`src/design/wsdf_pkg.sv`:
```
// shared types and constants for the websocket frame deframer and unmasker
// no dependencies; imported by every module of the block
package wsdf_pkg;

  // default receive buffer size in bytes
  localparam int RECV_BUFFER_BYTES_DEF = 4096;

  // header constants
  localparam int          CLOSE_OPCODE_BIT = 3;
  localparam int          MASK_FLAG_BIT    = 7;
  localparam logic [6:0]  LEN_CODE_MAX7    = 7'd125;
  localparam logic [6:0]  LEN_CODE_EXT16   = 7'd126;
  localparam logic [3:0]  EXT16_BYTES      = 4'd2;
  localparam logic [3:0]  EXT64_BYTES      = 4'd8;
  localparam logic [3:0]  MASK_KEY_BYTES   = 4'd4;
  localparam int          HDR_LEN_SHORT    = 2;
  localparam int          HDR_LEN_EXT16    = 4;
  localparam int          HDR_LEN_EXT64    = 10;

  // parse phase codes
  localparam logic [2:0] PH_HDR0    = 3'd0;
  localparam logic [2:0] PH_HDR1    = 3'd1;
  localparam logic [2:0] PH_EXT     = 3'd2;
  localparam logic [2:0] PH_MASK    = 3'd3;
  localparam logic [2:0] PH_PAYLOAD = 3'd4;
  localparam logic [2:0] PH_DROP    = 3'd5;

  // result status codes
  localparam logic [2:0] ST_PAYLOAD   = 3'd0;
  localparam logic [2:0] ST_NOPAYLOAD = 3'd1;
  localparam logic [2:0] ST_CLOSE     = 3'd2;
  localparam logic [2:0] ST_TOOLONG   = 3'd3;
  localparam logic [2:0] ST_TRUNC     = 3'd4;

  localparam int COUNT_W = 13;

  // one received byte
  typedef struct packed {
    logic [7:0] rx_byte;
    logic       chunk_last;
  } item_t;

  // one result
  typedef struct packed {
    logic [7:0]         payload_byte;
    logic [2:0]         status;
    logic               result_last;
    logic [COUNT_W-1:0] payload_count;
  } res_t;

endpackage

```
`src/design/wsdf_in_reg.sv`:
```
// input register of the deframer: holds one received byte until parsed
// depends on wsdf_pkg
module wsdf_in_reg
  import wsdf_pkg::*;
(
  input  logic       clk,
  input  logic       rst,
  input  logic       in_valid,
  output logic       in_ready,
  input  logic [7:0] rx_byte,
  input  logic       chunk_last,
  input  logic       advance,
  output logic       item_valid,
  output item_t      item
);

  // free when empty or when the held byte moves on this cycle
  assign in_ready = !item_valid || advance;

  // occupancy
  always_ff @(posedge clk) begin
    if (rst) begin
      item_valid <= 1'b0;
    end else if (in_ready) begin
      item_valid <= in_valid;
    end
  end

  // payload capture
  always_ff @(posedge clk) begin
    if (in_valid && in_ready) begin
      item.rx_byte    <= rx_byte;
      item.chunk_last <= chunk_last;
    end
  end

endmodule

```
`src/design/wsdf_parser.sv`:
```
// frame header parser, length check and payload unmasking, one byte per cycle while advance is high
// depends on wsdf_pkg
module wsdf_parser
  import wsdf_pkg::*;
#(
  parameter int RECV_BUFFER_BYTES = RECV_BUFFER_BYTES_DEF
) (
  input  logic  clk,
  input  logic  rst,
  input  logic  advance,
  input  item_t item,
  output logic  res_valid,
  output res_t  res
);

  localparam int CBW   = $clog2(RECV_BUFFER_BYTES + 1);
  localparam int LEN_W = ($clog2(RECV_BUFFER_BYTES) + 1 > 7) ?
                         $clog2(RECV_BUFFER_BYTES) + 1 : 7;
  localparam logic [CBW-1:0]   BUF_LIMIT  = CBW'(RECV_BUFFER_BYTES);
  localparam logic [LEN_W-1:0] ROOM_SHORT = LEN_W'(RECV_BUFFER_BYTES - HDR_LEN_SHORT);
  localparam logic [LEN_W-1:0] ROOM_EXT16 = LEN_W'(RECV_BUFFER_BYTES - HDR_LEN_EXT16);
  localparam logic [LEN_W-1:0] ROOM_EXT64 = LEN_W'(RECV_BUFFER_BYTES - HDR_LEN_EXT64);

  logic [2:0]         phase, phase_next;
  logic [3:0]         hbi, hbi_next;
  logic [6:0]         len_code, len_code_next;
  logic [LEN_W-1:0]   len, len_next;
  logic               len_big, len_big_next;
  logic               masked, masked_next;
  logic [31:0]        mask_key, mask_key_next;
  logic [COUNT_W-1:0] pcnt, pcnt_next;
  logic [CBW-1:0]     cbc, cbc_next;

  logic [3:0]         hbi_inc;
  logic [LEN_W+7:0]   ext_wide;
  logic               lk;
  logic [6:0]         lk_code;
  logic [LEN_W-1:0]   lk_len;
  logic               lk_big;
  logic               lk_mask;
  logic [LEN_W-1:0]   room;
  logic [7:0]         key_byte;
  logic               do_start;

  // next state and result for the byte at the input register
  always_comb begin
    phase_next    = phase;
    hbi_next      = hbi;
    len_code_next = len_code;
    len_next      = len;
    len_big_next  = len_big;
    masked_next   = masked;
    mask_key_next = mask_key;
    pcnt_next     = pcnt;
    cbc_next      = cbc;
    res_valid     = 1'b0;
    res           = '0;
    do_start      = 1'b0;
    lk            = 1'b0;
    lk_code       = len_code;
    lk_len        = len;
    lk_big        = len_big;
    lk_mask       = masked;
    room          = ROOM_SHORT;
    key_byte      = 8'd0;
    hbi_inc       = 4'(hbi + 4'd1);
    ext_wide      = {len, item.rx_byte};

    if (cbc >= BUF_LIMIT) begin
      // bytes past the buffer are ignored, only the chunk end matters
      if (item.chunk_last) begin
        do_start = 1'b1;
        if (phase == PH_PAYLOAD) begin
          res_valid         = 1'b1;
          res.status        = ST_NOPAYLOAD;
          res.result_last   = 1'b1;
          res.payload_count = pcnt;
        end else if (phase < PH_DROP) begin
          res_valid       = 1'b1;
          res.status      = ST_TRUNC;
          res.result_last = 1'b1;
        end
      end
    end else begin
      cbc_next = CBW'(cbc + 1'b1);
      unique case (phase)
        PH_HDR0: begin
          if (item.rx_byte[CLOSE_OPCODE_BIT]) begin
            res_valid       = 1'b1;
            res.status      = ST_CLOSE;
            res.result_last = 1'b1;
            if (item.chunk_last) begin
              do_start = 1'b1;
            end else begin
              phase_next = PH_DROP;
            end
          end else begin
            phase_next = PH_HDR1;
            if (item.chunk_last) begin
              res_valid       = 1'b1;
              res.status      = ST_TRUNC;
              res.result_last = 1'b1;
              do_start        = 1'b1;
            end
          end
        end
        PH_HDR1: begin
          masked_next   = item.rx_byte[MASK_FLAG_BIT];
          len_code_next = item.rx_byte[6:0];
          if (item.rx_byte[6:0] <= LEN_CODE_MAX7) begin
            len_next     = LEN_W'(item.rx_byte[6:0]);
            len_big_next = 1'b0;
            lk           = 1'b1;
            lk_code      = item.rx_byte[6:0];
            lk_len       = LEN_W'(item.rx_byte[6:0]);
            lk_big       = 1'b0;
            lk_mask      = item.rx_byte[MASK_FLAG_BIT];
          end else begin
            len_next     = '0;
            len_big_next = 1'b0;
            hbi_next     = 4'd0;
            phase_next   = PH_EXT;
            if (item.chunk_last) begin
              res_valid       = 1'b1;
              res.status      = ST_TRUNC;
              res.result_last = 1'b1;
              do_start        = 1'b1;
            end
          end
        end
        PH_EXT: begin
          // big-endian shift; bits beyond the kept width only mark too large
          len_next     = ext_wide[LEN_W-1:0];
          len_big_next = len_big | (|ext_wide[LEN_W+7:LEN_W]);
          hbi_next     = hbi_inc;
          if ((len_code == LEN_CODE_EXT16) ? (hbi_inc >= EXT16_BYTES)
                                           : (hbi_inc >= EXT64_BYTES)) begin
            lk     = 1'b1;
            lk_len = ext_wide[LEN_W-1:0];
            lk_big = len_big | (|ext_wide[LEN_W+7:LEN_W]);
          end else if (item.chunk_last) begin
            res_valid       = 1'b1;
            res.status      = ST_TRUNC;
            res.result_last = 1'b1;
            do_start        = 1'b1;
          end
        end
        PH_MASK: begin
          mask_key_next[{hbi[1:0], 3'b000} +: 8] = item.rx_byte;
          hbi_next = hbi_inc;
          if (hbi_inc >= MASK_KEY_BYTES) begin
            hbi_next   = 4'd0;
            phase_next = PH_PAYLOAD;
            if (item.chunk_last) begin
              res_valid       = 1'b1;
              res.status      = ST_NOPAYLOAD;
              res.result_last = 1'b1;
              do_start        = 1'b1;
            end
          end else if (item.chunk_last) begin
            res_valid       = 1'b1;
            res.status      = ST_TRUNC;
            res.result_last = 1'b1;
            do_start        = 1'b1;
          end
        end
        PH_PAYLOAD: begin
          // key byte rotates with the payload index mod 4
          key_byte         = masked ? mask_key[{pcnt[1:0], 3'b000} +: 8] : 8'd0;
          pcnt_next        = COUNT_W'(pcnt + 1'b1);
          res_valid        = 1'b1;
          res.payload_byte = item.rx_byte ^ key_byte;
          res.status       = ST_PAYLOAD;
          if (item.chunk_last) begin
            res.result_last   = 1'b1;
            res.payload_count = COUNT_W'(pcnt + 1'b1);
            do_start          = 1'b1;
          end
        end
        default: begin
          // dropping the rest of the chunk
          if (item.chunk_last) begin
            do_start = 1'b1;
          end
        end
      endcase

      // length now known: check against room left after the header
      if (lk) begin
        if (lk_code <= LEN_CODE_MAX7) begin
          room = ROOM_SHORT;
        end else if (lk_code == LEN_CODE_EXT16) begin
          room = ROOM_EXT16;
        end else begin
          room = ROOM_EXT64;
        end
        if (lk_big || (lk_len > room)) begin
          res_valid       = 1'b1;
          res.status      = ST_TOOLONG;
          res.result_last = 1'b1;
          if (item.chunk_last) begin
            do_start = 1'b1;
          end else begin
            phase_next = PH_DROP;
          end
        end else begin
          hbi_next   = 4'd0;
          phase_next = lk_mask ? PH_MASK : PH_PAYLOAD;
          if (item.chunk_last) begin
            res_valid       = 1'b1;
            res.status      = lk_mask ? ST_TRUNC : ST_NOPAYLOAD;
            res.result_last = 1'b1;
            do_start        = 1'b1;
          end
        end
      end
    end

    // end of chunk: back to the first header byte
    if (do_start) begin
      phase_next    = PH_HDR0;
      hbi_next      = 4'd0;
      len_code_next = 7'd0;
      len_next      = '0;
      len_big_next  = 1'b0;
      masked_next   = 1'b0;
      mask_key_next = 32'd0;
      pcnt_next     = '0;
      cbc_next      = '0;
    end
  end

  // parse state
  always_ff @(posedge clk) begin
    if (rst) begin
      phase    <= PH_HDR0;
      hbi      <= 4'd0;
      len_code <= 7'd0;
      len      <= '0;
      len_big  <= 1'b0;
      masked   <= 1'b0;
      mask_key <= 32'd0;
      pcnt     <= '0;
      cbc      <= '0;
    end else if (advance) begin
      phase    <= phase_next;
      hbi      <= hbi_next;
      len_code <= len_code_next;
      len      <= len_next;
      len_big  <= len_big_next;
      masked   <= masked_next;
      mask_key <= mask_key_next;
      pcnt     <= pcnt_next;
      cbc      <= cbc_next;
    end
  end

endmodule

```
`src/design/wsdf_out_reg.sv`:
```
// result register of the deframer: holds one result until taken downstream
// depends on wsdf_pkg
module wsdf_out_reg
  import wsdf_pkg::*;
(
  input  logic               clk,
  input  logic               rst,
  input  logic               advance,
  input  logic               res_valid,
  input  res_t               res,
  output logic               free,
  output logic               out_valid,
  input  logic               out_ready,
  output logic [7:0]         payload_byte,
  output logic [2:0]         status,
  output logic               result_last,
  output logic [COUNT_W-1:0] payload_count
);

  res_t held;

  // room for a new result when empty or being taken
  assign free = !out_valid || out_ready;

  // occupancy
  always_ff @(posedge clk) begin
    if (rst) begin
      out_valid <= 1'b0;
    end else if (advance) begin
      out_valid <= res_valid;
    end else if (out_ready) begin
      out_valid <= 1'b0;
    end
  end

  // result capture
  always_ff @(posedge clk) begin
    if (advance && res_valid) begin
      held <= res;
    end
  end

  assign payload_byte  = held.payload_byte;
  assign status        = held.status;
  assign result_last   = held.result_last;
  assign payload_count = held.payload_count;

endmodule

```
`src/design/websocket_frame_deframer_unmasker.sv`:
```
// websocket receive deframer: header parse, length check, payload unmasking
// path: a byte waits in the input register, is parsed, and its result is held in the result register
// throughput: one byte per cycle while the result register is free, set by the single parse stage
// reset: rst (synchronous) empties both registers and returns to the first header byte
// depends on wsdf_pkg, wsdf_in_reg, wsdf_parser, wsdf_out_reg
module websocket_frame_deframer_unmasker
  import wsdf_pkg::*;
#(
  parameter int RECV_BUFFER_BYTES = RECV_BUFFER_BYTES_DEF
) (
  input  logic               clk,
  input  logic               rst,
  input  logic               in_valid,
  output logic               in_ready,
  input  logic [7:0]         rx_byte,
  input  logic               chunk_last,
  output logic               out_valid,
  input  logic               out_ready,
  output logic [7:0]         payload_byte,
  output logic [2:0]         status,
  output logic               result_last,
  output logic [COUNT_W-1:0] payload_count
);

  logic  item_valid;
  item_t item;
  logic  res_valid;
  res_t  res;
  logic  out_free;
  logic  advance;

  // a byte is parsed when the result register can take its result
  assign advance = item_valid && out_free;

  wsdf_in_reg u_in_reg (
    .clk        (clk),
    .rst        (rst),
    .in_valid   (in_valid),
    .in_ready   (in_ready),
    .rx_byte    (rx_byte),
    .chunk_last (chunk_last),
    .advance    (advance),
    .item_valid (item_valid),
    .item       (item)
  );

  wsdf_parser #(
    .RECV_BUFFER_BYTES (RECV_BUFFER_BYTES)
  ) u_parser (
    .clk       (clk),
    .rst       (rst),
    .advance   (advance),
    .item      (item),
    .res_valid (res_valid),
    .res       (res)
  );

  wsdf_out_reg u_out_reg (
    .clk           (clk),
    .rst           (rst),
    .advance       (advance),
    .res_valid     (res_valid),
    .res           (res),
    .free          (out_free),
    .out_valid     (out_valid),
    .out_ready     (out_ready),
    .payload_byte  (payload_byte),
    .status        (status),
    .result_last   (result_last),
    .payload_count (payload_count)
  );

`ifndef SYNTH
  // an empty input register always takes a byte
  a_in_free: assert property (@(posedge clk) disable iff (rst)
    !item_valid |-> in_ready)
    else $error("input register empty but not ready");

  // every non-payload result ends its chunk
  a_err_last: assert property (@(posedge clk) disable iff (rst)
    (out_valid && (status != ST_PAYLOAD)) |-> result_last)
    else $error("non-payload result without result_last");

  // the count is only reported on the final result
  a_count_last: assert property (@(posedge clk) disable iff (rst)
    (out_valid && !result_last) |-> (payload_count == '0))
    else $error("payload_count nonzero on a non-final result");

  // no byte is parsed while the result register is held
  a_no_overwrite: assert property (@(posedge clk) disable iff (rst)
    (out_valid && !out_ready) |-> !advance)
    else $error("parse advanced over a held result");
`endif

endmodule

```
`config.mk`:
```
export PLATFORM = sky130hd
export DESIGN_NAME = websocket_frame_deframer_unmasker
export DESIGN_NICKNAME = d
export VERILOG_FILES = /design/src/design/wsdf_pkg.sv /design/src/design/wsdf_in_reg.sv /design/src/design/wsdf_parser.sv /design/src/design/wsdf_out_reg.sv /design/src/design/websocket_frame_deframer_unmasker.sv
export SDC_FILE = /design/constraint.sdc
export NUM_CORES = 1
export LEC_CHECK = 0
export ABC_AREA = 1
export BUFFER_PORTS_ARGS = -buffer_cell sky130_fd_sc_hd__buf_2
export CORE_ASPECT_RATIO = 1.5
export CORE_MARGIN = 2
export CORE_UTILIZATION = 50
export CTS_CLUSTER_SIZE = 8
export DETAILED_ROUTE_END_ITERATION = 7
export GPL_TIMING_DRIVEN = 1
export PLACE_DENSITY = 0.7
export SYNTH_ARGS = -nofsm -noshare
export SYNTH_HDL_FRONTEND = slang
export SYNTH_HIERARCHICAL = 1
export SYNTH_SLANG_ARGS = --single-unit
```
`constraint.sdc`:
```
create_clock -name clk -period 3.9 [get_ports clk]
set_input_delay 1.17 -clock clk [delete_from_list [all_inputs] [get_ports clk]]
set_output_delay 1.17 -clock clk [all_outputs]
set_load 0.02 [all_outputs]
```
Word-level counts from Yosys, hierarchy flattened:

Cells that the tools add are included.

* register bits: 123
* input port bits: 13
* output and inout port bits: 27
* logic and storage cells: 163

* $add $sub $neg: 4
* $lt $le $gt $ge: 8
* equality and inequality tests: 7
* shift-type cells: 3
* mux-type cells: 100
* bitwise gates (word level): 3
* reductions and logical operators: 21

Operators with widths (number)
* 13-bit 2-to-1 mux: 15
* 32-bit 2-to-1 mux: 3
* 4-bit 2-to-1 mux: 17
* 13-bit case mux with 2 select lines: 2
* 7-bit 2-to-1 mux: 7
* 17-bit 2-to-1 mux: 2
* 3-bit 2-to-1 mux: 11
* 32-bit bitwise mux: 1
* 8-bit by 7-bit variable shift with 32-bit output (first input constant): 1
* 32-bit by 6-bit indexed part select with 8-bit output: 1
* 8-bit by 7-bit indexed part select with 32-bit output: 1
* 1-bit 2-to-1 mux: 31
* 13-bit by 1-bit adder with 13-bit output (second input constant): 2
* 4-bit case mux with 5 select lines: 1
* 7-bit == test (second input constant): 2
* 7-bit less-or-equal comparator (second input constant): 2
* 14-bit 2-to-1 mux: 1
* 13-bit >= comparator (second input constant): 1
* 13-bit > comparator: 1
* 4-bit case mux with 3 select lines: 1
* 3-bit AND reduction: 4
* 3-bit case mux with 3 select lines: 1
* 8-bit 2-to-1 mux: 1
* 1-bit case mux with 2 select lines: 4
* 24 further kinds: 33

Logic depth before layout (Yosys ltp):

Gate-level depths: netlist (run 1).

* word-level depth: 15
* mapped depth: 25
* mapped depth without buffers: 25

Hierarchy:

Netlist (run 1), hierarchy kept.

Modules (own cells, without submodules)
* wsdf_parser: times used 1, cells each 820, area an instance 5260.0 µm², sequential area each 1741.7 µm²
* wsdf_out_reg: times used 1, cells each 33, area an instance 802.0 µm², sequential area each 770.7 µm²
* wsdf_in_reg: times used 1, cells each 15, area an instance 317.8 µm², sequential area each 290.3 µm²
* websocket_frame_deframer_unmasker: times used 1, cells each 2, area an instance 7.5 µm², sequential area each 0.0 µm²

Worst setup path before layout (run 1):

OpenSTA, ideal clock, no wires.

* kind: register to register
* start: reg u_parser.hbi[0]
* end: reg u_out_reg.held, in the netlist u_out_reg/payload_byte[0] (enable)
* setup time: 0.380 ns
* arrival time: 3.391 ns
* required time: 3.520 ns
* path slack: 0.130 ns
* stages on the path, launching flop included: 26
* path buffers: 0
* period minus slack after synthesis: 3.770 ns
* cell sequence: dfxtp_1 -> inv_1 -> ha_1 -> nor2_1 -> nand3_1 -> nand2_1 -> nand2_2 -> nand2_4 -> nand2_4 -> a21oi_1 -> o21ai_0 -> ha_1 -> o21ai_0 -> inv_1 -> nand3_1 -> nand2_1 -> inv_1 -> nor2_1 -> nand2_2 -> nand2_1 -> nand2_1 -> nand3_1 -> nand2_1 -> nand2_1 -> nand2_1 -> inv_1

* word-level cells in the longest chain between the ends: 12
* elaborated cells between the ends (all ways): 22
* classes of those cells: add/sub (1); order compare (3); mux (16); reduce/logical (2)

Ends and longest elaborated chain
* from (decl): RTL line wsdf_parser.sv:25 `logic [3:0] hbi, hbi_next;`
* from (signal assigned): RTL line wsdf_parser.sv:247 `hbi <= hbi_next;`
* 4-bit by 1-bit adder with 4-bit output *: RTL line wsdf_parser.sv:66 `hbi_inc = 4'(hbi + 4'd1);`
* 4-bit >= comparator or 4-bit by 2-bit >= comparator with 1-bit output (tied branches): RTL line wsdf_parser.sv:137, wsdf_parser.sv:136
* 1-bit 2-to-1 mux *: RTL line wsdf_parser.sv:136 `if ((len_code == LEN_CODE_EXT16) ? (hbi_inc >= EXT16_BYTES)`
* 13-bit 2-to-1 mux: RTL line wsdf_parser.sv:136
* 13-bit case mux with 2 select lines: RTL line wsdf_parser.sv:86 `unique case (phase)`
* 13-bit 2-to-1 mux: RTL line wsdf_parser.sv:69 `if (cbc >= BUF_LIMIT) begin`
* 13-bit > comparator: RTL line wsdf_parser.sv:197 `if (lk_big || (lk_len > room)) begin`
* 1-bit logical OR: RTL line wsdf_parser.sv:197
* 1-bit 2-to-1 mux: RTL line wsdf_parser.sv:197
* 1-bit 2-to-1 mux *: RTL line wsdf_parser.sv:189 `if (lk) begin`
* 1-bit 2-to-1 mux *: RTL line wsdf_parser.sv:69
* net res_valid: RTL line websocket_frame_deframer_unmasker.sv:27 `logic res_valid;`
* 1-bit logical AND *: RTL line wsdf_out_reg.sv:38 `if (advance && res_valid) begin`
* to (signal assigned): RTL line wsdf_out_reg.sv:39 `held <= res;`
* to (decl): RTL line wsdf_out_reg.sv:20 `res_t held;`

The timed path passes the listed nets; every way through them passes the cells marked *. The select of a mux whose other input is x is not followed.
A chain may end at the register's enable or synchronous reset.

Worst setup path after layout (run 1):

* start: reg u_parser.hbi[1]
* end: reg u_out_reg.held, in the netlist u_out_reg/status[1] (enable)

Same word-level chain as after synthesis.

==> results of run 1 <==
## path summary, 6_finish.rpt
path                         startpoint                     to  slack, ns
hold / removal    u_parser/mask_key[28]  u_parser/mask_key[28]       0.45
hold reg to reg   u_parser/mask_key[28]  u_parser/mask_key[28]       0.45
setup reg to reg        u_parser/hbi[1]    u_out_reg/status[1]       0.32
setup / recovery        u_parser/hbi[1]    u_out_reg/status[1]       0.32
## cells in the final DEF, fill, tap and decap left out, drive strengths merged
cell type | synthesis | layout
dfxtp | 89 | 89
nand2 | 158 | 158
edfxtp | 34 | 34
a211oi | 16 | 16
inv | 125 | 135
bufinv | 0 | 1
or2 | 3 | 3
nor4 | 3 | 3
a21oi | 115 | 115
nand3b | 1 | 1
a31oi | 4 | 4
clkbuf | 19 | 20
o21ai | 95 | 95
nor3 | 22 | 22
o22ai | 7 | 7
o211ai | 1 | 1
a41oi | 1 | 1
clkinv | 0 | 2
nor2 | 91 | 91
ha | 11 | 11
xor2 | 11 | 11
nor3b | 1 | 1
nand3 | 45 | 45
buf | 7 | 53
nand4 | 11 | 11
## flip-flops by register name (all words and copies together) (netlist names), 3 cells and up
name                     count
u_in_reg/item                9
u_out_reg/payload_byte       8
u_out_reg/payload_count     13
u_out_reg/status             3
u_parser/cbc                13
u_parser/hbi                 4
u_parser/len                13
u_parser/len_code            7
u_parser/mask_key           32
u_parser/pcnt               13
u_parser/phase               3
## cell families after synthesis
family                     after synthesis  synth area share
DFF                                    123             0.439
and+or+nand+nor                        335             0.234
AOI/OAI and AO/OA                      239             0.198
adders and majority gates               11            0.0215
xor gates and xnor gates                11            0.0163
buffers and inverters                  151            0.0911
## metrics by stage
step / total power, uW / hold slack, ns / cells / worst slack [ns]
after floorplan: 1700 / 0.420 / 870 / 0.130
after global placement: 1830 / 0.433 / 1053 / 0.308
after detailed placement: 1830 / 0.436 / 1053 / 0.233
after CTS: 3460 / 0.446 / 1085 / 0.143
after global routing: 3580 / 0.469 / 1086 / 0.0309
final: 3450 / 0.447 / 1086 / 0.323
## power groups by stage
stage	combinational, uW	sequential [uW]	clock (uW)
2_1_floorplan	240	1460	0
3_3_place_gp	373	1450	0
3_5_place_dp	374	1460	0
4_1_cts	377	1430	1650
5_1_grt	434	1430	1710
6_report	391	1430	1630
## what timing repair did
item / CTS / global route
resized for setup: 0 / 6
setup buffers: 0 / 0
setup endpoints to repair: 0 / 25
## metal layers
layer / track usage / vias to the layer above / share of wire
met5: 0 / - / 0
met4: 0.177 / 0 / 0.060
met1: 0.311 / 2826 / 0.39
met3: 0.0530 / 70 / 0.050
li1: - / 2999 / -
met2: 0.444 / 220 / 0.50
## critical path: cells and delay by family, from the launching register on
kind            cells  cell delay, ns
compound gates      3            0.29
fa+ha+maj           2            0.52
buf+inv             5            0.59
flops               1            0.36
simple gates       16            1.52
## area by class of cell
type / count / area, um2
Clock buffer: 19 / 475
Tap cell: 156 / 195
Multi-Input combinational cell: 596 / 3020
Fill cell: 1155 / 5000
Sequential cell: 123 / 2810
Timing Repair Buffer: 54 / 338
Clock inverter: 13 / 140
Inverter: 125 / 469
==> out/metrics.cfg, run 1 <==
[logic_synthesis]
synth.distinct_cells=38
yosys.area.top_type=dfxtp_1
yosysWarnings=6
yosysTopAreaCellShare=0.279
synth_area_per_cell_um2=7.34
synth_area_um2=6390
seq_area_frac_synth=0.439
yosysMostFrequentCell=nand2_1
synth_edf_count=34
syn_inst=870
async_reset_ff_frac=0
synthesis.nets=894
synth_seq_cells=123
synth_area_leaders=dfxtp_1 (28%), edfxtp_1 (16%), nand2_1 (8.9%)
synth_common_cells=nand2_1 (151), inv_1 (116), a21oi_1 (113)
synthFlopType=dfxtp_1

[power_and_ir_drop]
p_leak_uw=0.00295
power.internal_uw=2480
power.density_cell_area_nw_per_um2=464
switchingPower_uw=970
power_frac_clock=0.473
peakVddDrop_v=0.000246
p_comb_frac=0.113
switching_share=0.281
p_seq_frac=0.414

[die]
die_y_um=142
dieArea_um2=13700
core_um2=12400
dieWidth_um=96.3
initial_utilization=0.513
rows=50
io_pins=40

[grt]
antenna_found_initial=0
gr-total-overflow=0
grt_pass1_vias=5764
grt_max_degree=32
grt_usage=0.269
grt_first_pass_wirelength_um=28300

[status]
outcome=finished clean

[sta]
rsz0062_at_grt=false
fin_skew_ns=0.00726
slew_viol_final=0
fin_crit_sh=0.917
setup_viol=0
min_period_ns=3.58
fmaxAchievable_ghz=0.280
setup_tns_ns=0
final_hold_viol_count=0
tightest_slew_ns=0.990
slew_headroom=0.336

[clock_network]
clockRootBuffer=clkbuf_16
clk_pin_slew_ns=0.06
h-tree-depth=4
clk_latency_ns=0.42
cts_tree=built
numCtsBuffers=17
clk_path_buf_depth=2
cts.sinks=123
cts_hold_buf=0

[cells_and_area]
stdcell_area_um2=7450
layout-drive-gt1-share=0.133
areaGrowthSynthToFinish_pct=16.6
nets=941
antennaDiodeCount=0
post-route-util=0.598

[placement]
place_congestion=0.957
port_buffers=39
place_area_um2=6780
dp_hpwl_um=12300

[route]
ant_nets=0
vias_per_cell=5.63
wire_per_inst_um=16.1
wirelength_um=17500
drtIter0Drc=371
drc_errors=0
vias=6115
firstDrtPassIters=7

[setup_path]
critPathMaxFanout=12
critPathSlowestCell=dfxtp_4
cp.arrival_ns=3.72
crit_top_cell=nand2_1
endpoint_kind=flip-flop
slowest_delay_ns=0.36
start_kind=flip-flop
reg2regPathDepth=26
worst_ep_required_time_ns=4.04
crit_type=flip-flop to flip-flop

[job]
cap_violations=0

[hold_path]
hp-class=flip-flop to flip-flop
holdPathStages=2

No activity file was read; power rests on OpenSTA's default activity.
==> run 2: changes to the inputs <==
--- a/config.mk
+++ b/config.mk
@@ -7,9 +7,11 @@
 export LEC_CHECK = 0
 export ABC_AREA = 1
 export BUFFER_PORTS_ARGS = -buffer_cell sky130_fd_sc_hd__buf_2
+export CAP_MARGIN = 25
 export CORE_ASPECT_RATIO = 1.5
 export CORE_MARGIN = 2
 export CORE_UTILIZATION = 50
+export CTS_BUF_LIST = sky130_fd_sc_hd__clkbuf_4 sky130_fd_sc_hd__clkbuf_8
 export CTS_CLUSTER_SIZE = 8
 export DETAILED_ROUTE_END_ITERATION = 7
 export GPL_TIMING_DRIVEN = 1
==> out/metrics.cfg, run 2 (synthesis gave the netlist of run 1 again) <==
[status]
outcome=finished clean

[clock_network]
cts.sinks=123
numCtsBuffers=17
clk_pin_slew_ns=0.08
clk_latency_ns=0.44
post_cts_buffers=0
post_cts_resized=0
clockRootBuffer=clkbuf_8
cts_hold_buf=0
clk_path_buf_depth=2
cts_tree=built
h-tree-depth=4

[route]
firstDrtPassIters=5
vias=6063
wirelength_um=16900
vias_per_cell=5.59
ant_nets=0
drc_errors=0
wire_per_inst_um=15.6
drtIter0Drc=381

[sta]
slew_viol_final=0
fin_crit_sh=0.924
fmaxAchievable_ghz=0.278
fin_skew_ns=0.0120
tightest_slew_ns=1.00
slew_headroom=0.327
setup_viol=0
final_hold_viol_count=0
min_period_ns=3.60

[placement]
place_congestion=0.957
port_buffers=39
dp_hpwl_um=12300
place_area_um2=6780

[grt]
grt_usage=0.264
antenna_found_initial=0
grt_max_degree=32
gr-total-overflow=0
grt_pass1_vias=5704
grt_first_pass_wirelength_um=27700

[setup_path]
endpoint_kind=flip-flop
start_kind=flip-flop
rrSetupSlack_ns=0.30
critPathMaxFanout=25
cp.arrival_ns=3.75
crit_type=flip-flop to flip-flop
worst_ep_required_time_ns=4.05

[die]
dieArea_um2=13700
rows=50
initial_utilization=0.513
die_y_um=142
dieWidth_um=96.3
core_um2=12400
io_pins=40

[cells_and_area]
stdcell_area_um2=7230
antennaDiodeCount=0
layout-drive-gt1-share=0.130
layout_commonest_cell=nand2_1
nets=940
post-route-util=0.581
largest_reg_flops=32
fillers=1200
final_cell_mix=nand2_1 (150), inv_1 (116), a21oi_1 (113)
top_register=u_parser/mask_key
areaGrowthSynthToFinish_pct=13.2

[power_and_ir_drop]
peakVddDrop_v=0.000271
power.density_cell_area_nw_per_um2=423
p_leak_uw=0.00286

[hold_path]
hp-class=flip-flop to flip-flop

[job]
cap_violations=0

[run 2: cell count changes in the layout (fill, tap and decap cells not counted), sizes merged]
cell | previous run | this run
bufinv | 1 | 3
clkbuf | 20 | 17
[run 2: metal layers]
metal	up-vias	wire length, um	global-route usage
met3	68	897	0.0535
met2	222	8420	0.441
met4	0	1030	0.174
met1	2781	6600	0.299
li1	2992	-	-
met5	-	0	0
[run 2: critical path, stage by stage, from the launching register on]
cell     delay [ns]
dfxtp_4        0.38
inv_1          0.09
ha_1           0.34
nor2_1         0.15
nand3_1        0.10
nand2_2        0.13
nand2_4        0.10
nand2_4        0.11
nand2_4        0.10
a21oi_1        0.12
o21ai_0        0.09
ha_1           0.27
o21ai_0        0.08
inv_1          0.08
nand3_1        0.09
nand2_1        0.07
inv_1          0.04
nor2_1         0.12
nand2_2        0.08
nand2_1        0.10
nand2_1        0.10
nand3_1        0.08
nand2_1        0.05
nand2_1        0.06
nand2_1        0.08
inv_1          0.11
buf_12         0.19
[run 2: metrics by stage]
stage	hold slack, ns	setup WS (ns)	total power (uW)	setup TNS (ns)	std cells
detailed placement	0.436	0.233	1830	0	1053
floorplan	0.420	0.130	1700	0	870
global route	0.467	-0.00159	3200	-0.00314	1085
global placement	0.433	0.308	1830	0	1053
CTS	0.448	0.170	3080	0	1085
finish	0.449	0.297	3050	0	1085
[run 2: worst paths after layout]
check                        startpoint                        end  depth (start not counted)
setup reg to reg        u_parser/hbi[1]  u_out_reg/payload_byte[5]                         26
hold / removal    u_parser/mask_key[29]      u_parser/mask_key[29]                          2
setup / recovery        u_parser/hbi[1]  u_out_reg/payload_byte[5]                         26
hold reg to reg   u_parser/mask_key[29]      u_parser/mask_key[29]                          2
[run 2: where the power goes]
group          total, uW  switching, uW  internal (uW)
Sequential          1430           43.7           1380
Clock               1250            589            659
Combinational        381            266            115
[run 2: final cells by class]
cell class,instances,area (um2),share of cell area
inverters,125,469,0.0649
clock inverters,15,200,0.0277
repair buffers,53,313,0.0433
multi-input cells,596,3010,0.416
well taps,156,195,0.0270
clock buffers,17,234,0.0324
flip-flops and latches,123,2810,0.388
==> run 3: changes to the inputs <==
--- a/config.mk
+++ b/config.mk
@@ -10,12 +10,11 @@
 export CAP_MARGIN = 25
 export CORE_ASPECT_RATIO = 1.5
 export CORE_MARGIN = 2
-export CORE_UTILIZATION = 50
+export CORE_UTILIZATION = 30
 export CTS_BUF_LIST = sky130_fd_sc_hd__clkbuf_4 sky130_fd_sc_hd__clkbuf_8
 export CTS_CLUSTER_SIZE = 8
 export DETAILED_ROUTE_END_ITERATION = 7
 export GPL_TIMING_DRIVEN = 1
-export PLACE_DENSITY = 0.7
 export SYNTH_ARGS = -nofsm -noshare
 export SYNTH_HDL_FRONTEND = slang
 export SYNTH_HIERARCHICAL = 1
==> out/metrics.cfg, run 3 (synthesis gave the netlist of run 1 again) <==
[sta]
fmaxAchievable_ghz=0.289
tightest_slew_ns=1.02
setup_tns_ns=0
final_hold_viol_count=0
setup_viol=0
min_period_ns=3.46
rsz0062_at_grt=false
fin_crit_sh=0.887
fin_skew_ns=0.0141
fin_ws_ns=0.441
slew_viol_final=0
slew_headroom=0.318

[setup_path]
endpoint_kind=flip-flop
start_kind=flip-flop
crit_type=flip-flop to flip-flop
critPathMaxFanout=25
cp.arrival_ns=3.60
worst_ep_required_time_ns=4.04

[grt]
grt_first_pass_wirelength_um=28900
grt_max_degree=47
gr-total-overflow=0
grt_usage=0.165
grt_pass1_vias=5790
antenna_found_initial=0

[cells_and_area]
largest_reg_flops=32
layout-drive-gt1-share=0.131
antennaDiodeCount=0
layout_commonest_cell=nand2_1
fillers=2263
final_cell_mix=nand2_1 (150), inv_1 (116), a21oi_1 (113)
top_register=u_parser/mask_key
nets=942
areaGrowthSynthToFinish_pct=15.5

[route]
vias=5971
wirelength_um=18100
firstDrtPassIters=5
drtIter0Drc=422
ant_nets=0
vias_per_cell=4.98
wire_per_inst_um=15.1
drc_errors=0

[clock_network]
numCtsBuffers=17
clk_pin_slew_ns=0.07
clockRootBuffer=clkbuf_8
clk_latency_ns=0.45
cts_tree=built
post_cts_resized=0
cts_hold_buf=0
cts.sinks=123
clk_path_buf_depth=2
h-tree-depth=4
post_cts_buffers=0

[power_and_ir_drop]
peakVddDrop_v=0.000208
p_leak_uw=0.00284
power.density_cell_area_nw_per_um2=408

[die]
dieArea_um2=22500
io_pins=40
core_um2=21000
dieWidth_um=123
initial_utilization=0.304
rows=65
die_y_um=183

[placement]
dp_hpwl_um=13300
preCtsSetupSlack_ns=0.203
port_buffers=39
place_congestion=0.953

[status]
outcome=finished clean

[job]
cap_violations=0

[hold_path]
hp-class=flip-flop to flip-flop

## run 3: worst paths after layout
check,start,to,slack [ns],cells after the start
min,u_parser/mask_key[26],u_parser/mask_key[26],0.45,2
min reg2reg,u_parser/mask_key[26],u_parser/mask_key[26],0.45,2
max,u_parser/hbi[1],u_out_reg/payload_byte[1],0.44,26
max reg2reg,u_parser/hbi[1],u_out_reg/payload_byte[1],0.44,26
## run 3: layout make-up
cell class,count,area [um2],area share
clock inverter,14,168,0.0227
inverter,125,469,0.0636
multi-input combinational,596,3020,0.410
tap,268,335,0.0455
timing repair buffer,55,328,0.0445
sequential,123,2800,0.380
clock buffer,18,248,0.0336
## run 3: worst max-delay path, cell delays in order, from the launching register on
cell	delay (ns)
dfxtp_2	0.38
inv_1	0.12
ha_4	0.25
nor2_1	0.12
nand3_1	0.10
nand2_2	0.13
nand2_4	0.10
nand2_4	0.11
nand2_4	0.10
a21oi_1	0.12
o21ai_0	0.09
ha_1	0.27
o21ai_0	0.07
inv_1	0.07
nand3_1	0.07
nand2_1	0.06
inv_1	0.04
nor2_1	0.11
nand2_2	0.08
nand2_1	0.10
nand2_1	0.10
nand3_1	0.09
nand2_1	0.05
nand2_1	0.05
nand2_1	0.08
inv_1	0.11
buf_12	0.18
## run 3: where the power goes
part           switching, uW  leakage [uW]  internal (uW)
Clock                    548      0.000197            649
Combinational            269       0.00160            116
Sequential              45.7       0.00105           1380
Total                    862       0.00284           2150
## run 3: routing by layer
metal | vias to the layer above | global-route usage | share of wire
met3 | 55 | 0.0309 | 0.041
met2 | 178 | 0.289 | 0.51
met5 | - | 0 | 0
li1 | 2992 | - | -
met4 | 0 | 0.0986 | 0.050
met1 | 2746 | 0.182 | 0.40
## run 3: through the flow
stage	power, uW	cell area (um2)	util	hold WS, ns	std cells
after detailed placement	1840	6930	0.330	0.444	1166
after global placement	1830	6920	0.330	0.432	1164
after global routing	3150	7370	0.351	0.476	1199
final	3010	7370	0.351	0.452	1199
after floorplan	1700	6390	-	0.420	870
after CTS	3040	7350	0.350	0.456	1198
